--- src/flr_pkg.sv ---
// ----------------------------------------------------------------------------
// flr_pkg: shared definitions of the fixed-point line rasteriser
// Operation codes, fixed field widths, register map and the class record
// that the front end hands to the back end for every queued item.
// ----------------------------------------------------------------------------
`default_nettype none

package flr_pkg;

	// Operation codes of the input item
	localparam logic OP_LINE    = 1'b0;
	localparam logic OP_ADVANCE = 1'b1;

	// Fixed field widths
	localparam int ADDR_W   = 20;
	localparam int COLOUR_W = 8;
	localparam int STRIDE_W = 11;

	localparam logic [STRIDE_W-1:0] STRIDE_RESET = 11'd1024;

	// Register bus
	localparam int APB_DATA_W = 32;
	localparam int APB_ADDR_W = 3;

	// Register index, taken from the word address bit of paddr
	localparam logic [0:0] REG_ROW_STRIDE = 1'b0;

	// Classification of one queued item
	typedef struct packed {
		logic is_advance;
		logic major_y;
		logic major_neg;
		logic minor_neg;
	} line_class_t;

endpackage

`default_nettype wire

--- src/flr_front.sv ---
// ----------------------------------------------------------------------------
// flr_front: input classifier and item queue
// Accepts items, works out the major axis, direction and lengths of a line
// command, and holds the classified items in a short queue for the back end.
// ----------------------------------------------------------------------------
`default_nettype none

module flr_front import flr_pkg::*; #(
	parameter int COORD_BITS  = 10,
	parameter int QUEUE_DEPTH = 2
) (
	input  wire logic                  clk,
	input  wire logic                  arst_n,
	input  wire logic                  item_valid,
	output logic                       item_stall,
	input  wire logic                  operation,
	input  wire logic [COORD_BITS-1:0] start_x,
	input  wire logic [COORD_BITS-1:0] start_y,
	input  wire logic [COORD_BITS-1:0] end_x,
	input  wire logic [COORD_BITS-1:0] end_y,
	input  wire logic [COLOUR_W-1:0]   colour,
	output logic                       q_valid,
	input  wire logic                  q_pop,
	output line_class_t                q_class,
	output logic [COORD_BITS-1:0]      q_x0,
	output logic [COORD_BITS-1:0]      q_y0,
	output logic [COLOUR_W-1:0]        q_colour,
	output logic [COORD_BITS:0]        q_minor_mag,
	output logic [COORD_BITS:0]        q_len
);

	localparam int PTR_W = (QUEUE_DEPTH > 1) ? $clog2(QUEUE_DEPTH) : 1;
	localparam int CNT_W = $clog2(QUEUE_DEPTH + 1);

	logic                  x_desc;
	logic                  y_desc;
	logic [COORD_BITS-1:0] dx_mag;
	logic [COORD_BITS-1:0] dy_mag;
	logic [COORD_BITS-1:0] major_mag;
	logic [COORD_BITS-1:0] minor_mag;
	line_class_t           cls;
	logic [COORD_BITS:0]   len;
	logic [COORD_BITS:0]   mag;

	logic                  push;
	logic                  full;

	line_class_t           class_mem_q  [QUEUE_DEPTH];
	logic [COORD_BITS-1:0] x0_mem_q     [QUEUE_DEPTH];
	logic [COORD_BITS-1:0] y0_mem_q     [QUEUE_DEPTH];
	logic [COLOUR_W-1:0]   colour_mem_q [QUEUE_DEPTH];
	logic [COORD_BITS:0]   mag_mem_q    [QUEUE_DEPTH];
	logic [COORD_BITS:0]   len_mem_q    [QUEUE_DEPTH];

	logic [PTR_W-1:0]      wr_ptr_q;
	logic [PTR_W-1:0]      rd_ptr_q;
	logic [CNT_W-1:0]      count_q;

	// Classification: the major axis is the longer one, x on a tie.
	always_comb begin
		x_desc    = start_x > end_x;
		y_desc    = start_y > end_y;
		dx_mag    = x_desc ? (start_x - end_x) : (end_x - start_x);
		dy_mag    = y_desc ? (start_y - end_y) : (end_y - start_y);
		cls.is_advance = (operation == OP_ADVANCE);
		cls.major_y    = dy_mag > dx_mag;
		cls.major_neg  = cls.major_y ? y_desc : x_desc;
		cls.minor_neg  = cls.major_y ? x_desc : y_desc;
		major_mag = cls.major_y ? dy_mag : dx_mag;
		minor_mag = cls.major_y ? dx_mag : dy_mag;
		len       = (COORD_BITS+1)'(major_mag) + (COORD_BITS+1)'(1);
		mag       = (COORD_BITS+1)'(minor_mag) + (COORD_BITS+1)'(1);
	end

	assign full       = (count_q == CNT_W'(QUEUE_DEPTH));
	assign item_stall = full;
	assign push       = item_valid && !full;
	assign q_valid    = (count_q != '0);

	assign q_class     = class_mem_q[rd_ptr_q];
	assign q_x0        = x0_mem_q[rd_ptr_q];
	assign q_y0        = y0_mem_q[rd_ptr_q];
	assign q_colour    = colour_mem_q[rd_ptr_q];
	assign q_minor_mag = mag_mem_q[rd_ptr_q];
	assign q_len       = len_mem_q[rd_ptr_q];

	always_ff @(posedge clk) begin
		if (push) begin
			class_mem_q[wr_ptr_q]  <= cls;
			x0_mem_q[wr_ptr_q]     <= start_x;
			y0_mem_q[wr_ptr_q]     <= start_y;
			colour_mem_q[wr_ptr_q] <= colour;
			mag_mem_q[wr_ptr_q]    <= mag;
			len_mem_q[wr_ptr_q]    <= len;
		end
	end

	always_ff @(posedge clk or negedge arst_n) begin
		if (!arst_n) begin
			wr_ptr_q <= '0;
			rd_ptr_q <= '0;
			count_q  <= '0;
		end else begin
			if (push) begin
				wr_ptr_q <= (wr_ptr_q == PTR_W'(QUEUE_DEPTH - 1)) ? '0 : wr_ptr_q + 1'b1;
			end
			if (q_pop) begin
				rd_ptr_q <= (rd_ptr_q == PTR_W'(QUEUE_DEPTH - 1)) ? '0 : rd_ptr_q + 1'b1;
			end
			case ({push, q_pop})
				2'b10:   count_q <= count_q + 1'b1;
				2'b01:   count_q <= count_q - 1'b1;
				default: count_q <= count_q;
			endcase
		end
	end

endmodule

`default_nettype wire

--- src/flr_div.sv ---
// ----------------------------------------------------------------------------
// flr_div: iterative divider for the minor-axis step
// Restoring division of (magnitude << FRAC_BITS) by the line length, one
// quotient bit per cycle; the quotient never exceeds 1 << FRAC_BITS.
// ----------------------------------------------------------------------------
`default_nettype none

module flr_div #(
	parameter int COORD_BITS = 10,
	parameter int FRAC_BITS  = 10
) (
	input  wire logic                  clk,
	input  wire logic                  arst_n,
	input  wire logic                  start,
	input  wire logic [COORD_BITS:0]   magnitude,
	input  wire logic [COORD_BITS:0]   divisor,
	output logic                       done,
	output logic [FRAC_BITS:0]         quotient
);

	localparam int CNT_W = $clog2(FRAC_BITS + 2);

	logic [COORD_BITS:0]   rem_q;
	logic [FRAC_BITS:0]    dvd_q;
	logic [FRAC_BITS:0]    quo_q;
	logic [COORD_BITS:0]   div_q;
	logic [CNT_W-1:0]      cnt_q;
	logic                  busy_q;

	logic [COORD_BITS+1:0] trial;
	logic [COORD_BITS+1:0] diff;
	logic                  fits;

	// Since magnitude <= divisor, the top of the dividend above the
	// quotient bits is already smaller than the divisor, so only
	// FRAC_BITS + 1 steps are needed.
	always_comb begin
		trial = {rem_q, dvd_q[FRAC_BITS]};
		diff  = trial - {1'b0, div_q};
		fits  = trial >= {1'b0, div_q};
	end

	assign done     = busy_q && (cnt_q == '0);
	assign quotient = quo_q;

	always_ff @(posedge clk) begin
		if (start) begin
			rem_q <= {1'b0, magnitude[COORD_BITS:1]};
			dvd_q <= {magnitude[0], {FRAC_BITS{1'b0}}};
			quo_q <= '0;
			div_q <= divisor;
		end else if (busy_q && (cnt_q != '0)) begin
			rem_q <= fits ? diff[COORD_BITS:0] : trial[COORD_BITS:0];
			dvd_q <= {dvd_q[FRAC_BITS-1:0], 1'b0};
			quo_q <= {quo_q[FRAC_BITS-1:0], fits};
		end
	end

	always_ff @(posedge clk or negedge arst_n) begin
		if (!arst_n) begin
			busy_q <= 1'b0;
			cnt_q  <= '0;
		end else if (start) begin
			busy_q <= 1'b1;
			cnt_q  <= CNT_W'(FRAC_BITS + 1);
		end else if (busy_q) begin
			if (cnt_q == '0) begin
				busy_q <= 1'b0;
			end else begin
				cnt_q <= cnt_q - 1'b1;
			end
		end
	end

endmodule

`default_nettype wire

--- src/flr_back.sv ---
// ----------------------------------------------------------------------------
// flr_back: DDA stepper and result register
// Sets up a line from a queued command, waits for the minor step from the
// divider, then walks the line one pixel per advance into the output register.
// ----------------------------------------------------------------------------
`default_nettype none

module flr_back import flr_pkg::*; #(
	parameter int COORD_BITS = 10,
	parameter int FRAC_BITS  = 10
) (
	input  wire logic                  clk,
	input  wire logic                  arst_n,
	input  wire logic [STRIDE_W-1:0]   row_stride,
	input  wire logic                  q_valid,
	output logic                       q_pop,
	input  wire line_class_t           q_class,
	input  wire logic [COORD_BITS-1:0] q_x0,
	input  wire logic [COORD_BITS-1:0] q_y0,
	input  wire logic [COLOUR_W-1:0]   q_colour,
	input  wire logic [COORD_BITS:0]   q_minor_mag,
	input  wire logic [COORD_BITS:0]   q_len,
	output logic                       result_valid,
	input  wire logic                  result_stall,
	output logic [ADDR_W-1:0]          pixel_address,
	output logic [COLOUR_W-1:0]        pixel_colour,
	output logic                       pixel_valid,
	output logic                       last_pixel
);

	localparam int ACC_W  = COORD_BITS + FRAC_BITS + 2;
	localparam int STEP_W = FRAC_BITS + 2;
	localparam int PROD_W = COORD_BITS + STRIDE_W;
	localparam int SUM_W  = PROD_W + 1;

	localparam logic [STEP_W-1:0] STEP_ONE = STEP_W'(1) << FRAC_BITS;

	localparam logic [1:0] ST_RUN  = 2'd0;
	localparam logic [1:0] ST_DIV  = 2'd1;
	localparam logic [1:0] ST_EMIT = 2'd2;

	logic [1:0]            state_q;
	logic [COORD_BITS:0]   pixels_left_q;
	logic                  out_valid_q;

	logic [ACC_W-1:0]      acc_x_q;
	logic [ACC_W-1:0]      acc_y_q;
	logic [STEP_W-1:0]     step_x_q;
	logic [STEP_W-1:0]     step_y_q;
	logic [COLOUR_W-1:0]   colour_q;
	logic                  major_y_q;
	logic                  minor_neg_q;

	logic [ADDR_W-1:0]     address_q;
	logic [COLOUR_W-1:0]   pix_colour_q;
	logic                  pix_valid_q;
	logic                  last_q;

	logic                  out_free;
	logic                  have_pixel;
	logic                  take_adv;
	logic                  take_line;
	logic                  emit_setup;
	logic                  do_emit;
	logic                  load_out;
	logic                  div_done;
	logic [FRAC_BITS:0]    div_quotient;
	logic [STEP_W-1:0]     minor_mag;
	logic [STEP_W-1:0]     minor_step;
	logic [COORD_BITS-1:0] coord_x;
	logic [COORD_BITS-1:0] coord_y;
	logic [PROD_W-1:0]     prod;
	logic [SUM_W-1:0]      sum;
	logic [ADDR_W-1:0]     address;

	flr_div #(
		.COORD_BITS (COORD_BITS),
		.FRAC_BITS  (FRAC_BITS)
	) u_div (
		.clk       (clk),
		.arst_n    (arst_n),
		.start     (take_line),
		.magnitude (q_minor_mag),
		.divisor   (q_len),
		.done      (div_done),
		.quotient  (div_quotient)
	);

	// A position below zero only happens on an undershooting minor axis
	// and reads as coordinate zero.
	always_comb begin
		coord_x = acc_x_q[ACC_W-1] ? '0 : acc_x_q[FRAC_BITS +: COORD_BITS];
		coord_y = acc_y_q[ACC_W-1] ? '0 : acc_y_q[FRAC_BITS +: COORD_BITS];
		prod    = PROD_W'(coord_y) * PROD_W'(row_stride);
		sum     = SUM_W'(prod) + SUM_W'(coord_x);
		address = ADDR_W'(sum);
	end

	always_comb begin
		minor_mag  = {1'b0, div_quotient};
		minor_step = minor_neg_q ? -minor_mag : minor_mag;
	end

	assign out_free   = !out_valid_q || !result_stall;
	assign have_pixel = (pixels_left_q != '0);
	assign take_adv   = (state_q == ST_RUN) && q_valid && q_class.is_advance && out_free;
	assign take_line  = (state_q == ST_RUN) && q_valid && !q_class.is_advance;
	assign emit_setup = (state_q == ST_EMIT) && out_free;
	assign do_emit    = (take_adv && have_pixel) || emit_setup;
	assign load_out   = take_adv || emit_setup;
	assign q_pop      = take_adv || take_line;

	always_ff @(posedge clk or negedge arst_n) begin
		if (!arst_n) begin
			state_q       <= ST_RUN;
			pixels_left_q <= '0;
			out_valid_q   <= 1'b0;
		end else begin
			case (state_q)
				ST_RUN: begin
					if (take_line) begin
						state_q <= ST_DIV;
					end
				end
				ST_DIV: begin
					if (div_done) begin
						state_q <= ST_EMIT;
					end
				end
				ST_EMIT: begin
					if (out_free) begin
						state_q <= ST_RUN;
					end
				end
				default: state_q <= ST_RUN;
			endcase

			if (take_line) begin
				pixels_left_q <= q_len;
			end else if (do_emit) begin
				pixels_left_q <= pixels_left_q - 1'b1;
			end

			if (load_out) begin
				out_valid_q <= 1'b1;
			end else if (!result_stall) begin
				out_valid_q <= 1'b0;
			end
		end
	end

	always_ff @(posedge clk) begin
		if (take_line) begin
			acc_x_q     <= {2'b00, q_x0, {FRAC_BITS{1'b0}}};
			acc_y_q     <= {2'b00, q_y0, {FRAC_BITS{1'b0}}};
			colour_q    <= q_colour;
			major_y_q   <= q_class.major_y;
			minor_neg_q <= q_class.minor_neg;
			if (q_class.major_y) begin
				step_y_q <= q_class.major_neg ? -STEP_ONE : STEP_ONE;
			end else begin
				step_x_q <= q_class.major_neg ? -STEP_ONE : STEP_ONE;
			end
		end else if (div_done) begin
			if (major_y_q) begin
				step_x_q <= minor_step;
			end else begin
				step_y_q <= minor_step;
			end
		end else if (do_emit) begin
			acc_x_q <= acc_x_q + {{COORD_BITS{step_x_q[STEP_W-1]}}, step_x_q};
			acc_y_q <= acc_y_q + {{COORD_BITS{step_y_q[STEP_W-1]}}, step_y_q};
		end

		if (load_out) begin
			address_q    <= have_pixel ? address : '0;
			pix_colour_q <= have_pixel ? colour_q : '0;
			pix_valid_q  <= have_pixel;
			last_q       <= (pixels_left_q == (COORD_BITS+1)'(1));
		end
	end

	assign result_valid  = out_valid_q;
	assign pixel_address = address_q;
	assign pixel_colour  = pix_colour_q;
	assign pixel_valid   = pix_valid_q;
	assign last_pixel    = last_q;

	a_done_in_div: assert property (@(posedge clk) disable iff (!arst_n)
		div_done |-> (state_q == ST_DIV))
		else $error("divider finished while no line set-up was waiting");

	a_emit_has_pixel: assert property (@(posedge clk) disable iff (!arst_n)
		(state_q == ST_EMIT) |-> (pixels_left_q != '0))
		else $error("first pixel of a line pending with no pixels left");

	a_last_ends_line: assert property (@(posedge clk) disable iff (!arst_n)
		(load_out && (pixels_left_q == (COORD_BITS+1)'(1))) |=> (pixels_left_q == '0))
		else $error("line still running after its last pixel");

	a_pop_only_run: assert property (@(posedge clk) disable iff (!arst_n)
		(state_q != ST_RUN) |-> !q_pop)
		else $error("queue popped while a line set-up was in progress");

endmodule

`default_nettype wire

--- src/fixed_point_line_rasterizer.sv ---
// ----------------------------------------------------------------------------
// fixed_point_line_rasterizer: DDA line rasteriser in fixed point
// An advance transfer passes through the queue into the result register,
// and advances stream at one per cycle while the result side keeps up
// and no line set-up is in progress. A line command holds the back end
// while the one-bit-per-cycle divider works out the minor step; its
// first pixel then goes into the result register.
// Reset clears the queue, the line state and the output; row_stride is 1024.
// ----------------------------------------------------------------------------
`default_nettype none

module fixed_point_line_rasterizer import flr_pkg::*; #(
	parameter int COORD_BITS  = 10,
	parameter int FRAC_BITS   = 10,
	parameter int QUEUE_DEPTH = 2
) (
	input  wire logic                  clk,
	input  wire logic                  arst_n,

	// Register port
	input  wire logic                  psel,
	input  wire logic                  penable,
	input  wire logic                  pwrite,
	input  wire logic [APB_ADDR_W-1:0] paddr,
	input  wire logic [APB_DATA_W-1:0] pwdata,
	output logic      [APB_DATA_W-1:0] prdata,
	output logic                       pready,

	// Item channel
	input  wire logic                  item_valid,
	output logic                       item_stall,
	input  wire logic                  operation,
	input  wire logic [COORD_BITS-1:0] start_x,
	input  wire logic [COORD_BITS-1:0] start_y,
	input  wire logic [COORD_BITS-1:0] end_x,
	input  wire logic [COORD_BITS-1:0] end_y,
	input  wire logic [COLOUR_W-1:0]   colour,

	// Result channel
	output logic                       result_valid,
	input  wire logic                  result_stall,
	output logic [ADDR_W-1:0]          pixel_address,
	output logic [COLOUR_W-1:0]        pixel_colour,
	output logic                       pixel_valid,
	output logic                       last_pixel
);

	logic [STRIDE_W-1:0]   row_stride_q;
	logic                  reg_sel;
	logic                  reg_write;

	logic                  q_valid;
	logic                  q_pop;
	line_class_t           q_class;
	logic [COORD_BITS-1:0] q_x0;
	logic [COORD_BITS-1:0] q_y0;
	logic [COLOUR_W-1:0]   q_colour;
	logic [COORD_BITS:0]   q_minor_mag;
	logic [COORD_BITS:0]   q_len;

	// The register port never waits. There is a single register, row_stride,
	// at byte address 0; the word address bit picks it and any write to the
	// other word is dropped. Reads of that word return zero.
	assign pready    = 1'b1;
	assign reg_sel   = (paddr[2:2] == REG_ROW_STRIDE);
	assign reg_write = psel && penable && pwrite && pready && reg_sel;
	assign prdata    = reg_sel ? APB_DATA_W'(row_stride_q) : '0;

	always_ff @(posedge clk or negedge arst_n) begin
		if (!arst_n) begin
			row_stride_q <= STRIDE_RESET;
		end else if (reg_write) begin
			row_stride_q <= pwdata[STRIDE_W-1:0];
		end
	end

	// The front end accepts a transfer whenever its queue has room and does
	// the per-command classification (major axis, directions, line length)
	// on the way in, so the back end only sees ready-made set-up values.
	flr_front #(
		.COORD_BITS  (COORD_BITS),
		.QUEUE_DEPTH (QUEUE_DEPTH)
	) u_front (
		.clk         (clk),
		.arst_n      (arst_n),
		.item_valid  (item_valid),
		.item_stall  (item_stall),
		.operation   (operation),
		.start_x     (start_x),
		.start_y     (start_y),
		.end_x       (end_x),
		.end_y       (end_y),
		.colour      (colour),
		.q_valid     (q_valid),
		.q_pop       (q_pop),
		.q_class     (q_class),
		.q_x0        (q_x0),
		.q_y0        (q_y0),
		.q_colour    (q_colour),
		.q_minor_mag (q_minor_mag),
		.q_len       (q_len)
	);

	// The back end drains the queue. An advance goes straight into the
	// result register; a command loads the start position and
	// the major step, runs the divider for the minor step, and then emits
	// the line's first pixel. A command arriving mid-line simply replaces
	// the running line. The result register is the only buffer on the
	// output side, so advances and first pixels wait while a result waits
	// to be taken, and the queue keeps accepting while it has room.
	flr_back #(
		.COORD_BITS (COORD_BITS),
		.FRAC_BITS  (FRAC_BITS)
	) u_back (
		.clk           (clk),
		.arst_n        (arst_n),
		.row_stride    (row_stride_q),
		.q_valid       (q_valid),
		.q_pop         (q_pop),
		.q_class       (q_class),
		.q_x0          (q_x0),
		.q_y0          (q_y0),
		.q_colour      (q_colour),
		.q_minor_mag   (q_minor_mag),
		.q_len         (q_len),
		.result_valid  (result_valid),
		.result_stall  (result_stall),
		.pixel_address (pixel_address),
		.pixel_colour  (pixel_colour),
		.pixel_valid   (pixel_valid),
		.last_pixel    (last_pixel)
	);

endmodule

`default_nettype wire
--- config.mk ---
export PLATFORM = sky130hd
export DESIGN_NAME = fixed_point_line_rasterizer
export DESIGN_NICKNAME = d
export VERILOG_FILES = /design/src/flr_pkg.sv /design/src/flr_front.sv /design/src/flr_div.sv /design/src/flr_back.sv /design/src/fixed_point_line_rasterizer.sv
export SDC_FILE = /design/constraint.sdc
export NUM_CORES = 1
export LEC_CHECK = 0
export ABC_AREA = 1
export BUFFER_PORTS_ARGS = -buffer_cell sky130_fd_sc_hd__buf_2
export CAP_MARGIN = 25
export CORE_MARGIN = 10
export CORE_UTILIZATION = 30
export CTS_CLUSTER_DIAMETER = 80
export DETAILED_ROUTE_END_ITERATION = 10
export HOLD_SLACK_MARGIN = 0.08
export PLACE_DENSITY = 0.43
export SYNTH_ARGS = -nofsm -noshare
export SYNTH_HDL_FRONTEND = slang
export SYNTH_SLANG_ARGS = --single-unit
--- constraint.sdc ---
create_clock -name clk -period 5.3 [get_ports clk]
set_clock_uncertainty 0.1 [all_clocks]
set_input_delay 0.53 -clock clk [delete_from_list [all_inputs] [get_ports clk]]
set_output_delay 0.53 -clock clk [all_outputs]
set_load 0.02 [all_outputs]
==> flow_summary_export.csv <==
group,metric,value,unit
timing,hold_viol,0,
synth,synth.top_cells.by_count,"nand2_1, inv_1, edfxtp_1, nor2_1, ha_1",
placement,numPortBuffers,110,
timing,tightest_slew,0.966,ns
clock_tree,clkTransAtPathRegs,0.06,ns
setup_path,rrSetupSlack,0.20,ns
setup_path,r2r_start,"u_back.acc_y_q[21]$_SDFFE_PP0P_",
floorplanning,die_w,285,microns
setup_path,arrival,5.30,ns
clock_tree,cts_tree,"built",
floorplanning,dieHeight,285,microns
synth,ys_async_sr_fraction,12.0,%
setup_path,cpMaxStageDelayCell,"fa_1",
timing,hold_ws,0.118,ns
synth,synth_largest_area_cell,"edfxtp_1",
run,max_cap_viol_count,0,
final_layout,num_antenna_cells,0,
detailed_routing,drtAntennaViolNets,0,
min_path,hold_class,"in2reg",
synth,ys_seq_area_share,38.0,%
synth,netlist.area_leader.share,30.5,%
synth,ys_ff_latch,284,
floorplanning,io_pins,156,
detailed_routing,num_vias,17154,
run_status,status,"complete, no violations",
synth,ys_top_cells_by_area,"edfxtp_1, nand2_1, ha_1",
placement,place_hpwl,48000,microns
floorplanning,die_area,81200,sq um
setup_path,path_class,"reg2reg",
timing,drv_slew,0,
final_layout,fin_cells,3739,
setup_path,crit_start,"u_back.acc_y_q[21]$_SDFFE_PP0P_",
grt,antenna_found_initial,5,
grt,grt_pass1_vias,17720,
timing,period_share,96.2,%
setup_path,crit_end,"u_back.pixel_address[12]$_SDFFCE_PP0P_",
final_layout,nets,3114,
setup_path,cpMostUsedCell,"fa_1",
setup_path,r2r-end,"u_back.pixel_address[12]$_SDFFCE_PP0P_",
synth,synth_edf_count,214,
grt,grt_pass1_wl,96700,microns
final_layout,n_fill_cell,7324,
clock_tree,cts_buffers,37,
synth,synth_most_common_cell,"nand2_1",
detailed_routing,dr.pass1.iters,5,
clock_tree,clk_path_buf_depth,3,
timing,relSlewSlack,35.6,%
detailed_routing,viasPerCell,4.59,
timing,rsz0062_at_grt,"no",
timing,period_needed,5.10,ns
min_path,hp-start,"start_x[9]",
placement,dp_slack,-0.261,ns
clock_tree,clk_latency,0.56,ns
timing,finalSetupViolCount,0,
synth,syn_area,21100,sq um
setup_path,rr_worst_depth,25,
placement,dp_cells,3654,
synth,synth_top_flop_cell,"edfxtp_1",
detailed_routing,route.detailed.drc,0,
synth,synthDistinctLibCells,57,
detailed_routing,drt_iter0_markers,754,
floorplanning,rows,97,
placement,place_congestion,0.886,
timing,setup_slack,0.201,ns
setup_path,critPathRequiredTime,5.50,ns
final_layout,areaGrowthSynthToFinish,17.3,%
grt,grt_start_max_net_pins,57,
setup_path,max_stage_delay,0.54,ns
floorplanning,coreArea,69800,sq um
setup_path,worst-path-max-fanout,6,
clock_tree,clock_sinks,284,
synth,netlist_instances,2553,
setup_path,start_kind,"register",
detailed_routing,wire_per_inst,16.2,microns
clock_tree,htree_num_levels,2,
grt,grt-ovfl-total,0,
synth,avgSynthCellArea,8.25,sq um
setup_path,endpoint_kind,"register",
clock_tree,ctsRootBufferMaster,"clkbuf_16",
synth,ys_warn_count,0,
final_layout,drive_above_1_share,13.4,%
detailed_routing,finalWirelength,60500,microns
grt,grt_util_all_layers,14.8,%
floorplanning,floorplan.initialDensity,30.2,%
timing,max_freq,196,MHz
metrics by stage:
stage | TNS, ns | area [sq um] | util (%)
3_3_place_gp | -0.820 | 23200 | 33.3
3_5_place_dp | -1.11 | 23200 | 33.3
5_1_grt | 0 | 24700 | 35.4
2_1_floorplan | 0 | 21100 | -
4_1_cts | 0 | 24500 | 35.1
6_report | 0 | 24700 | 35.4
sequential cells by signal, indices dropped and copies added (netlist names), 16 cells and up:
signal and cells:
u_back.acc_x_q 22, u_back.acc_y_q 22, u_back.pixel_address 20, u_front.colour_mem_q 16, u_front.len_mem_q 22, u_front.mag_mem_q 22, u_front.x0_mem_q 20, u_front.y0_mem_q 20
critical path, delay by kind of cell (launching register included):
| family | cells | cell delay (ns) |
|---|---|---|
| adders and majority gates | 6 | 2.76 |
| buffers and inverters | 10 | 0.94 |
| and+or+nand+nor | 7 | 0.48 |
| DFF | 1 | 0.35 |
| AOI/OAI and AO/OA | 2 | 0.22 |
layout make-up:
type / instances / area [sq um] / area share (%)
multi-input combinational: 1813 / 11400 / 46.1
clock inverter: 16 / 115 / 0.466
sequential: 284 / 8000 / 32.4
inverter: 406 / 1530 / 6.20
timing repair buffer: 229 / 1480 / 5.98
tap: 940 / 1180 / 4.76
clock buffer: 51 / 1020 / 4.13
timing repair:
| action | 4_1_cts | 5_1_grt |
|---|---|---|
| endpoints found under the hold margin | 55 | 0 |
| pin swaps | 0 | 21 |
| buffers inserted | 1 | 5 |
| gates resized for setup | 10 | 51 |
| hold buffers | 12 | 0 |
| cloned | 0 | 0 |
| endpoints found under the setup margin | 9 | 9 |
metal layers:
metal | vias to the layer above | GRT usage, % | share of wire [%]
met5 | - | 0 | 0.033
met4 | 2 | 4.82 | 3.0
met3 | 115 | 2.18 | 3.7
met2 | 311 | 26.4 | 49
met1 | 8032 | 18.1 | 44
li1 | 8694 | - | -
logic make-up (layout without fill, tap and decap cells):
kind of cell,Yosys count,after routing,synth area share [%]
adders and majority gates,252,252,18.0
DFF,284,284,38.0
buffers and inverters,476,702,9.12
other,2,22,0.0357
xor gates and xnor gates,68,68,2.83
muxes,7,7,0.333
and+or+nand+nor,1116,1116,22.4
AOI/OAI and AO/OA,348,348,9.26
worst min path at each step:
stage | end | slack [ns] | depth (start not counted)
after global placement | u_back.acc_y_q[0]$_SDFFE_PP0P_ | 0.36 | 2
final | u_front.x0_mem_q[0][9]$_DFFE_PP_ | 0.12 | 1
after detailed placement | u_back.acc_x_q[0]$_SDFFE_PP0P_ | 0.37 | 2
after CTS | u_front.y0_mem_q[1][8]$_DFFE_PP_ | 0.09 | 1
after global routing | u_front.y0_mem_q[0][8]$_DFFE_PP_ | 0.10 | 1
after floorplan | row_stride_q[0]$_DFFE_PN0P_ | 0.13 | 0
layout by cell type, fill, tap and decap left out, drive strengths merged, types with 16 or more instances in the layout:
cell	synthesis	routed
nand4	24	24
inv	401	408
a21o	16	16
ha	166	166
xnor2	26	26
nor3	25	25
conb	2	22
dfxtp	36	36
edfxtp	214	214
xor2	42	42
o21ai	112	112
nand2	686	686
dfrtp	33	33
nor2	218	218
clkbuf	24	51
buf	46	217
fa	86	86
nand3	140	140
a21oi	156	156
Power is left out: the tool's default activity adds up to more than one toggle a clock period on the data nets, which glitch-free logic cannot reach.
